===== src/rtl/nv21rgb_pkg.sv =====
// ----------------------------------------------------------------------------
// nv21rgb_pkg
// Shared types, register indexes and conversion constants for the NV21 frame
// store with RGB888 readout.
// ----------------------------------------------------------------------------
package nv21rgb_pkg;

    // Operation codes carried in a request.
    localparam logic OP_LOAD = 1'b0;
    localparam logic OP_READ = 1'b1;

    // Configuration register indexes.
    localparam int CFG_INDEX_W = 2;
    localparam int CFG_DATA_W  = 10;
    localparam logic [CFG_INDEX_W-1:0] CFG_FRAME_WIDTH  = 2'd0;
    localparam logic [CFG_INDEX_W-1:0] CFG_FRAME_HEIGHT = 2'd1;
    localparam logic [CFG_INDEX_W-1:0] CFG_ROTATE       = 2'd2;

    // Register reset values.
    localparam logic [9:0] RESET_WIDTH  = 10'd640;
    localparam logic [8:0] RESET_HEIGHT = 9'd480;

    // Fixed-point coefficients, 16 fraction bits.
    localparam int PROD_W = 27;
    localparam int SUM_W  = 28;
    localparam logic signed [PROD_W-1:0] K_RV = 27'sd89831;
    localparam logic signed [PROD_W-1:0] K_GV = 27'sd45744;
    localparam logic signed [PROD_W-1:0] K_GU = 27'sd22127;
    localparam logic signed [PROD_W-1:0] K_BU = 27'sd113538;
    localparam logic [8:0] CHROMA_BIAS = 9'd128;

    // Request and response payloads.
    typedef struct packed {
        logic       operation;
        logic [7:0] data_byte;
        logic [8:0] out_row;
        logic [9:0] out_col;
    } request_t;

    typedef struct packed {
        logic [7:0] red;
        logic [7:0] green;
        logic [7:0] blue;
        logic       frame_ready;
    } response_t;

    // Frame store read select and read data latch select.
    typedef enum logic [1:0] {
        RD_NONE,
        RD_Y,
        RD_V,
        RD_U
    } rd_sel_t;

    // Commands from the controller to the datapath.
    typedef struct packed {
        logic    load;
        logic    capture;
        logic    clamp;
        logic    mult;
        logic    addr;
        rd_sel_t rd_sel;
        rd_sel_t lat_sel;
        logic    prod;
        logic    emit;
    } dp_cmd_t;

    // Status from the datapath to the controller.
    typedef struct packed {
        logic geom_ready;
        logic out_free;
    } dp_status_t;

    // Clamp a Q16 sum to an 8-bit channel value, truncating the fraction.
    function automatic logic [7:0] to_byte(input logic signed [SUM_W-1:0] s);
        logic [7:0] v;
        if (s[SUM_W-1]) begin
            v = 8'd0;
        end else if (|s[SUM_W-2:24]) begin
            v = 8'hFF;
        end else begin
            v = s[23:16];
        end
        return v;
    endfunction

endpackage


===== src/rtl/nv21rgb_ctrl.sv =====
// ----------------------------------------------------------------------------
// nv21rgb_ctrl
// Sequencer for request handling: loads finish in the accepting cycle, reads
// step through address generation, three store fetches and the conversion.
// ----------------------------------------------------------------------------
module nv21rgb_ctrl
    import nv21rgb_pkg::*;
(
    input  logic       clk,
    input  logic       rst_n,
    input  logic       req_valid,
    input  logic       req_operation,
    output logic       req_ready,
    input  dp_status_t status,
    output dp_cmd_t    cmd
);

    typedef enum logic [3:0] {
        S_IDLE,
        S_CLAMP,
        S_MULT,
        S_ADDR,
        S_RD_Y,
        S_RD_V,
        S_RD_U,
        S_LAT_U,
        S_PROD,
        S_SUM
    } state_t;

    state_t state_reg;
    state_t state_next;
    logic   accept;

    // A request is taken only in idle once the frame geometry has settled.
    assign req_ready = (state_reg == S_IDLE) && status.geom_ready;
    assign accept    = req_ready && req_valid;

    // Next state and command decode.
    always_comb
    begin
        state_next  = state_reg;
        cmd         = '0;
        cmd.rd_sel  = RD_NONE;
        cmd.lat_sel = RD_NONE;
        case (state_reg)
            S_IDLE:
            begin
                if (accept) begin
                    if (req_operation == OP_READ) begin
                        cmd.capture = 1'b1;
                        state_next  = S_CLAMP;
                    end else begin
                        cmd.load = 1'b1;
                    end
                end
            end
            S_CLAMP:
            begin
                cmd.clamp  = 1'b1;
                state_next = S_MULT;
            end
            S_MULT:
            begin
                cmd.mult   = 1'b1;
                state_next = S_ADDR;
            end
            S_ADDR:
            begin
                cmd.addr   = 1'b1;
                state_next = S_RD_Y;
            end
            S_RD_Y:
            begin
                cmd.rd_sel = RD_Y;
                state_next = S_RD_V;
            end
            S_RD_V:
            begin
                cmd.rd_sel  = RD_V;
                cmd.lat_sel = RD_Y;
                state_next  = S_RD_U;
            end
            S_RD_U:
            begin
                cmd.rd_sel  = RD_U;
                cmd.lat_sel = RD_V;
                state_next  = S_LAT_U;
            end
            S_LAT_U:
            begin
                cmd.lat_sel = RD_U;
                state_next  = S_PROD;
            end
            S_PROD:
            begin
                cmd.prod   = 1'b1;
                state_next = S_SUM;
            end
            S_SUM:
            begin
                // Hold the result until the output register is free.
                if (status.out_free) begin
                    cmd.emit   = 1'b1;
                    state_next = S_IDLE;
                end
            end
            default:
            begin
                state_next = S_IDLE;
            end
        endcase
    end

    // State register.
    always_ff @(posedge clk or negedge rst_n)
    begin
        if (!rst_n) begin
            state_reg <= S_IDLE;
        end else begin
            state_reg <= state_next;
        end
    end

endmodule


===== config.mk =====
export PLATFORM = sky130hd
export DESIGN_NAME = nv21rgb_ctrl
export DESIGN_NICKNAME = d
export VERILOG_FILES = /design/src/rtl/nv21rgb_pkg.sv /design/src/rtl/nv21rgb_ctrl.sv
export SDC_FILE = /design/constraint.sdc
export NUM_CORES = 1
export LEC_CHECK = 0
export BUFFER_PORTS_ARGS = -buffer_cell sky130_fd_sc_hd__buf_2
export CAP_MARGIN = 25
export CORE_AREA = 4 4 41 43
export CTS_CLUSTER_DIAMETER = 80
export DETAILED_ROUTE_END_ITERATION = 8
export DIE_AREA = 0 0 45 47
export GPL_TIMING_DRIVEN = 0
export PLACE_DENSITY = 0.53
export SLEW_MARGIN = 40
export SYNTH_ARGS = -nofsm -noshare
export SYNTH_HDL_FRONTEND = slang
export SYNTH_SLANG_ARGS = --single-unit

===== constraint.sdc =====
create_clock -name clk -period 2 [get_ports clk]
set_clock_uncertainty 0.1 [all_clocks]
set_input_delay 0.6 -clock clk [delete_from_list [all_inputs] [get_ports clk]]
set_output_delay 0.6 -clock clk [all_outputs]
set_load 0.1 [all_outputs]

**Word level (Yosys, flattened, before mapping)**

Cells that the tools add are included.

- Multiplexer cells: 16
- Eq/ne operators: 12
- Reductions and logical operators: 4

Operators with widths:

| kind | number |
|---|---|
| 4-bit case mux with 10 select lines | 1 |
| 4-bit by 3-bit equality test with 1-bit output (second input constant) | 4 |
| 4-bit two-way mux | 3 |
| 2-bit case mux with 3 select lines | 2 |
| 4-bit by 2-bit equality test with 1-bit output (second input constant) | 2 |
| 4-bit equality test (second input constant) | 2 |
| 1-bit two-way mux | 8 |
| 2-bit inequality test (second input constant) | 3 |
| 4-bit by 1-bit equality test with 1-bit output (second input constant) | 1 |
| 4-bit zero test | 1 |
| 2-bit two-way mux | 2 |
| 3-bit AND reduction | 1 |
| 1-bit logical AND | 2 |

- Output and inout port bits: 12
- Register bits after elaboration: 4
- Input bits: 6
- Word-level logic and storage cells: 33

**Longest topological paths before layout**

Gate-level depths: netlist of the first run.

- Depth in word-level cells: 5
- Gate-level depth with buffers: 4
- Gate-level depth less buffers: 3

**Worst setup path after synthesis of the first run**

No wires, ideal clock.

- Path type: reg2out
- Start: register state_reg[3]
- End: output port cmd[8] in the netlist's numbering
- Path buffers: 1
- Data arrival time: 3633 ps
- Required time: 1300 ps
- Slack: -2333 ps
- Stages on the path, launching flop included: 3
- Path through: dfrtp_1 buf_4 nor4b_1

RTL lines:

| element | line | text |
|---|---|---|
| start, declared | nv21rgb_ctrl.sv:31 | `state_t state_reg;` |
| start signal, assigned | nv21rgb_ctrl.sv:121 | `state_reg <= state_next;` |
| end, declared | nv21rgb_ctrl.sv:15 | `output dp_cmd_t cmd` |

==> results.json, run 1 <==
{
  "overflow": 0,
  "final.period_utilization": 1.11,
  "synth_cells": 35,
  "syn_area_per_cell_sq_um": 8.54,
  "cp_data_required_time_ns": 1.30,
  "wl_per_cell_um": 12.9,
  "violations": "setup timing",
  "postLayoutCoreUtil": 0.631,
  "fp-row-count": 13,
  "yosys.cell_types.count": 20,
  "synth_warnings": 0,
  "first_pass_iters": 1,
  "tns_ns": -1.06,
  "fillCellCount": 116,
  "path_clk_slew_ns": 0.04,
  "synthFlopType": "dfrtp_1",
  "clock_latency_ns": 0.25,
  "status": "finished, violations left",
  "cts_tree": "yes",
  "antenna_found_initial": 0,
  "syn_area_sq_um": 299,
  "area_growth_pct": 174,
  "setup-violations-final": 7,
  "dieArea_sq_mm": 0.00212,
  "crit_arrival_ns": 1.52,
  "totalWireLength_um": 1120,
  "portBuffers": 17,
  "synth-seq-cells": 4,
  "hold_viol": 0,
  "dr_wl_met3_um": 94,
  "drv_cap": 0,
  "setup_slack_ns": -0.219,
  "routed-via-count": 386,
  "cp-end-kind": "output pin",
  "timing.rr.start": "state_reg[0]",
  "hold_class": "in -> async",
  "place_ws_ns": -0.195,
  "drt_iter0_drc": 0,
  "ioPinCount": 18,
  "slew_violations": 0,
  "drive_gt1_frac": 0.778,
  "nets": 79,
  "drcViolationCount": 0,
  "initial_core_util": 0.230,
  "path_class": "reg -> out",
  "max_freq_ghz": 0.451,
  "globalplace.congestion": 0.703,
  "grt_max_degree": 9,
  "clockBufferDepth": 2,
  "highest_layer": "met4",
  "r2r_slack_ns": 0.69,
  "ys_seq_area_frac": 0.335,
  "htreeDepth": 1,
  "relSlewSlack": 0.849,
  "first_global_vias": 354,
  "synth-edff-count": 0,
  "seq_area_sq_um": 101,
  "critPathLaunch": "state_reg[2]",
  "cts-root-buf": "clkbuf_4",
  "dp_hpwl_um": 605,
  "cp-start-kind": "flip-flop",
  "grt_pass1_wl_um": 1500,
  "wl_met2_um": 593,
  "synth_nets": 41,
  "die_w_um": 45,
  "multiInputGateArea_sq_um": 254,
  "most-common-layout-cells": "buf_6, buf_4, buf_12, buf_2",
  "synthArstFlopShare": 1.00,
  "cp_max_fo": 4,
  "reg2reg_depth": 7,
  "clock-sinks": 4,
  "worst_pin_slew_ns": 0.226,
  "diodes": 0,
  "vias_per_cell": 4.44,
  "fp.dieH_um": 47,
  "largest_reg_flops": 4,
  "detail-route-antenna-nets": 0,
  "grtUsageTotal": 0.107,
  "coreArea_sq_mm": 0.00130,
  "cts-buffers-inserted": 3,
  "whs_ns": 0.0534,
  "drt-met1-wl_um": 387,
  "min_period_ns": 2.22,
  "rsz0062_at_grt": "yes"
}
[timing repair]
item / 4_1_cts / 5_1_grt
hold buffers: 0 / 0
pin swaps: 6 / 4
buffers inserted: 5 / 11
setup endpoints to repair: 12 / 11
gates resized for setup: 41 / 15
[layer usage]
layer  vias up  global-route usage
met2        17               0.161
met5         -                   0
li1        196                   -
met1       168               0.110
met3         5              0.0460
met4         0               0.105
[final cells by class]
cell class	instances	share of cell area
repair buffers	33	0.460
clock buffers	4	0.0320
multi-input cells	27	0.309
well taps	15	0.0229
inverters	1	0.0107
flip-flops and latches	4	0.123
plain buffers	3	0.0412
[worst max-delay path, cell delays in order (launching register included)]
cell and delay [ns]:
dfrtp_1 0.36, buf_6 0.13, nor3_4 0.17, and3b_4 0.22
and3b_4 0.22, buf_12 0.17
[cells in the mapped netlist, types with 2 or more instances]
| cell type | number | area share |
|---|---|---|
| and2_1 | 3 | 0.063 |
| dfrtp_1 | 4 | 0.33 |
| nor2_1 | 5 | 0.063 |
| nand3_1 | 2 | 0.033 |
| and3_1 | 4 | 0.084 |
| nand2_1 | 3 | 0.038 |
[stage by stage]
step,cells,area [sq um]
floorplan,35,372
global placement,67,475
detailed placement,67,475
CTS,76,679
global route,87,821
finish,87,821
[final timing paths]
kind	endpoint
max	cmd[10]
min	state_reg[0]
max reg2reg	state_reg[2]
min reg2reg	state_reg[2]
max in group asynchronous	state_reg[1]
min in group clk	state_reg[2]
[logic make-up (layout without fill, tap and decap cells)]
| family | count (synthesis) | after routing | synth area share |
|---|---|---|---|
| AO/OA/AOI/OAI | 3 | 3 | 0.0711 |
| AND/OR/NAND/NOR | 22 | 22 | 0.444 |
| flip-flops | 4 | 4 | 0.335 |
| buffers and inverters | 4 | 41 | 0.0920 |
| XOR/XNOR | 2 | 2 | 0.0586 |
Power of run 1 is not shown: default switching activity piles up to over one toggle a cycle in this logic, so the estimate is an artifact.
==> inputs of run 2 (changes only) <==
CELL_PAD_IN_SITES_DETAIL_PLACEMENT = 0   (was unset)
CELL_PAD_IN_SITES_GLOBAL_PLACEMENT = 1   (was unset)
GPL_TIMING_DRIVEN = 1   (was 0)
PLACE_DENSITY = 0.69   (was 0.53)
==> run 2 against run 1 <==
The run still ends with setup timing left; critical path depth decreased by 1; hold slack worse by 0.011 ns; global-route usage rose by 0.82 points; design area decreased by 12%; non-clock buffer count down 12; die area stayed put; sequential share of layout area up 1.8 points.
==> results.json, run 2 (synthesis results as in run 1) <==
{
  "min_period_ns": 2.19,
  "fillCellCount": 119,
  "drcViolationCount": 0,
  "ioPinCount": 18,
  "fp-row-count": 13,
  "final_cell_area_sq_um": 726,
  "path_buf_inv": 1,
  "grt_pass1_wl_um": 1590,
  "area_growth_pct": 143,
  "dieArea_sq_mm": 0.00212,
  "worst_pin_slew_ns": 0.250,
  "grt_max_degree": 9,
  "status": "finished, violations left",
  "final_common_cell": "buf_12",
  "setup_slack_ns": -0.185,
  "vias_per_cell": 4.65,
  "drive_gt1_frac": 0.767,
  "portBuffers": 17,
  "cp_data_required_time_ns": 1.30,
  "relSlewSlack": 0.832,
  "wl_per_cell_um": 13.1,
  "coreArea_sq_mm": 0.00130,
  "dp.cells": 68,
  "die_w_um": 45,
  "setup-violations-final": 10,
  "largest_reg_flops": 4,
  "multiInputGateArea_sq_um": 250,
  "nets": 67,
  "globalplace.congestion": 0.729,
  "routed-via-count": 349,
  "cp-end-kind": "output pin",
  "antenna_found_initial": 0,
  "final.period_utilization": 1.09,
  "crit_top_cell": "and3b_4",
  "tns_ns": -0.943,
  "clock-sinks": 4,
  "cp_max_fo": 5,
  "seq_area_sq_um": 103,
  "htreeDepth": 1,
  "hold_viol": 0,
  "cp-start-kind": "flip-flop",
  "crit_arrival_ns": 1.49,
  "dp_hpwl_um": 705,
  "detail-route-antenna-nets": 0,
  "grtUsageTotal": 0.115,
  "slowest_delay_ns": 0.46,
  "overflow": 0,
  "stdcell_count": 75,
  "place_area_sq_um": 652,
  "most-common-layout-cells": "buf_12, buf_4, buf_2, and3_4, clkbuf_4",
  "path_clk_slew_ns": 0.05,
  "holdBufCountCts": 0,
  "fp.dieH_um": 47,
  "clockBufferDepth": 2,
  "rsz0062_at_grt": "yes",
  "cts-buffers-inserted": 3,
  "diodes": 0,
  "drv_cap": 0,
  "max_freq_ghz": 0.458,
  "postLayoutCoreUtil": 0.558,
  "drt_iter0_drc": 5,
  "cts_tree": "yes",
  "totalWireLength_um": 986,
  "cts-root-buf": "clkbuf_4",
  "cpLargestDelayFamily": "simple AND/OR/NAND/NOR gates",
  "slew_violations": 0,
  "first_global_vias": 355,
  "hold_class": "in -> async",
  "crit_slowest_cell": "dfrtp_2",
  "path_cells": "nor3_4 -> and3b_4 -> and3b_4 -> buf_12",
  "violations": "setup timing",
  "path_class": "reg -> out",
  "first_pass_iters": 3,
  "clock_latency_ns": 0.25,
  "initial_core_util": 0.230
}
## run 2: cell count changes in the layout (fill, tap and decap cells not counted), sizes merged
cell | before | now
buf | 36 | 24
## run 2: layer usage
| layer | up-vias | global-route usage | routed length, um | share of wire |
|---|---|---|---|---|
| met3 | 5 | 0.0307 | 55 | 0.056 |
| met1 | 162 | 0.118 | 376 | 0.38 |
| li1 | 170 | - | - | - |
| met2 | 12 | 0.184 | 511 | 0.52 |
| met4 | 0 | 0.123 | 42 | 0.043 |
| met5 | - | 0 | 0 | 0 |
## run 2: cell type report
type,count,area share
multi-input cells,27,0.345
clock buffers,4,0.0362
flip-flops and latches,4,0.141
inverters,1,0.00862
repair buffers,24,0.443
well taps,15,0.0259
## run 2: path summary, 6_finish.rpt
| check | startpoint | to | slack [ns] | depth (start not counted) |
|---|---|---|---|---|
| setup / recovery | state_reg[2] | cmd[10] | -0.19 | 4 |
| hold / removal | rst_n | state_reg[2] | 0.04 | 1 |
| setup reg to reg | state_reg[3] | state_reg[0] | 0.67 | 6 |
| hold reg to reg | state_reg[3] | state_reg[2] | 0.65 | 3 |
| max in group asynchronous | rst_n | state_reg[0] | 1.63 | 1 |
| min in group clk | status[0] | state_reg[0] | 0.56 | 3 |
## run 2: per-stage QoR
stage | worst slack [ns] | hold slack [ns]
floorplan | -0.280 | 0.204
global placement | 0.0261 | 0.306
detailed placement | 0.0153 | 0.310
CTS | -0.198 | 0.0440
global route | -0.240 | 0.0442
finish | -0.185 | 0.0427
## run 2: timing repair
item | CTS | global route
gates resized for setup | 9 | 0
pin swaps | 5 | 3
endpoints found under the hold margin | 0 | 0
buffers inserted | 3 | 0
endpoints found under the setup margin | 10 | 11
Power of run 2 is left out for the same reason.
==> inputs of run 3 (changes only) <==
CTS_BUF_LIST = sky130_fd_sc_hd__clkbuf_8 sky130_fd_sc_hd__clkbuf_16   (was unset)
==> run 3 against run 2 <==
The run still ends with setup timing left; global-route usage shrank 0.95 points; sequential share of layout area shrank 1.0 points; worst setup slack improved by 0.027 ns; count of clock-buffer cells in the layout decreased by 1; first-iteration DRC count fell by 40%; non-clock buffer count grew 2; die area unchanged; fmax up 1.3%; largest cell class unchanged.
==> results.json, run 3 (synthesis results as in run 1) <==
{
  "cp-start-kind": "flip-flop",
  "dieArea_sq_mm": 0.00212,
  "totalWireLength_um": 1010,
  "drive_gt1_frac": 0.790,
  "globalplace.congestion": 0.729,
  "violations": "setup timing",
  "grtUsageTotal": 0.106,
  "clock_latency_ns": 0.22,
  "detail-route-antenna-nets": 0,
  "relSlewSlack": 0.832,
  "setup-violations-final": 10,
  "cts-buffers-inserted": 3,
  "initial_core_util": 0.230,
  "multiInputGateArea_sq_um": 258,
  "hold_viol": 0,
  "routed-via-count": 364,
  "tns_ns": -0.685,
  "r2r_slack_ns": 0.81,
  "setup_slack_ns": -0.158,
  "drcViolationCount": 0,
  "final_common_cell": "buf_12",
  "crit_arrival_ns": 1.46,
  "grt_max_degree": 9,
  "max_freq_ghz": 0.463,
  "path_clk_slew_ns": 0.04,
  "endpoint": "cmd[10]",
  "status": "finished, violations left",
  "die_w_um": 45,
  "wl_per_cell_um": 13.1,
  "timing.rr.start": "state_reg[3]",
  "vias_per_cell": 4.73,
  "overflow": 0,
  "htreeDepth": 1,
  "coreArea_sq_mm": 0.00130,
  "largest_reg_flops": 4,
  "drt_iter0_drc": 3,
  "worst_pin_slew_ns": 0.251,
  "first_global_vias": 343,
  "nets": 69,
  "fp.dieH_um": 47,
  "slew_violations": 0,
  "cp_data_required_time_ns": 1.30,
  "area_growth_pct": 161,
  "most-common-layout-cells": "buf_12, buf_4, buf_2",
  "cp-end-kind": "output pin",
  "cts_tree": "yes",
  "dp_hpwl_um": 705,
  "critPathLaunch": "state_reg[2]",
  "drv_cap": 0,
  "ioPinCount": 18,
  "reg2reg_depth": 5,
  "diodes": 0,
  "final.period_utilization": 1.08,
  "min_period_ns": 2.16,
  "portBuffers": 17,
  "path_class": "reg -> out",
  "cts-root-buf": "clkbuf_8",
  "r2r_end": "state_reg[0]",
  "fillCellCount": 112,
  "clock-sinks": 4,
  "grt_pass1_wl_um": 1480,
  "first_pass_iters": 4,
  "rsz0062_at_grt": "yes",
  "antenna_found_initial": 0,
  "clockBufferDepth": 2,
  "seq_area_sq_um": 103,
  "cp_max_fo": 5,
  "hold_class": "in -> async",
  "fp-row-count": 13
}
-- run 3: layout make-up --
class                           count  share of cell area
Clock buffer                        3              0.0529
Multi-Input combinational cell     27               0.330
Inverter                            1              0.0112
Tap cell                           15              0.0240
Timing Repair Buffer               26               0.446
Clock inverter                      1             0.00481
Sequential cell                     4               0.131
-- run 3: worst max-delay path: stages (launching register included) --
cell     delay [ns]
dfrtp_2        0.46
nor3_4         0.15
and3b_4        0.25
and3b_4        0.21
buf_12         0.17
-- run 3: what timing repair did --
action | CTS | global route
hold buffers | 0 | 0
pin swaps | 3 | 4
gates resized for setup | 3 | 12
buffers inserted | 1 | 4
setup endpoints to repair | 9 | 10
-- run 3: layer usage --
layer,GRT usage,share of wire,vias to the layer above,wire [um]
met2,0.150,0.51,12,512
met4,0.123,0.043,0,43
li1,-,-,176,-
met5,0,0,-,0
met3,0.0307,0.055,5,55
met1,0.118,0.39,171,397
-- run 3: worst min-delay path by stage --
stage	startpoint	end	slack, ns	cells after the start
3_5_place_dp	rst_n	state_reg[2]	0.31	1
5_1_grt	rst_n	state_reg[2]	0.07	1
2_1_floorplan	rst_n	state_reg[0]	0.20	0
4_1_cts	rst_n	state_reg[2]	0.07	1
6_report	rst_n	state_reg[2]	0.08	1
3_3_place_gp	rst_n	state_reg[2]	0.31	1
-- run 3: stage by stage --
step	area [sq um]	setup slack [ns]	std cells	hold WS [ns]	util
2_1_floorplan	372	-0.280	35	0.204	-
3_3_place_gp	652	0.0261	68	0.306	0.501
3_5_place_dp	652	0.0153	68	0.310	0.501
4_1_cts	708	-0.172	73	0.0727	0.544
5_1_grt	781	-0.210	77	0.0734	0.600
6_report	781	-0.158	77	0.0761	0.600
Power of run 3 is left out for the same reason.
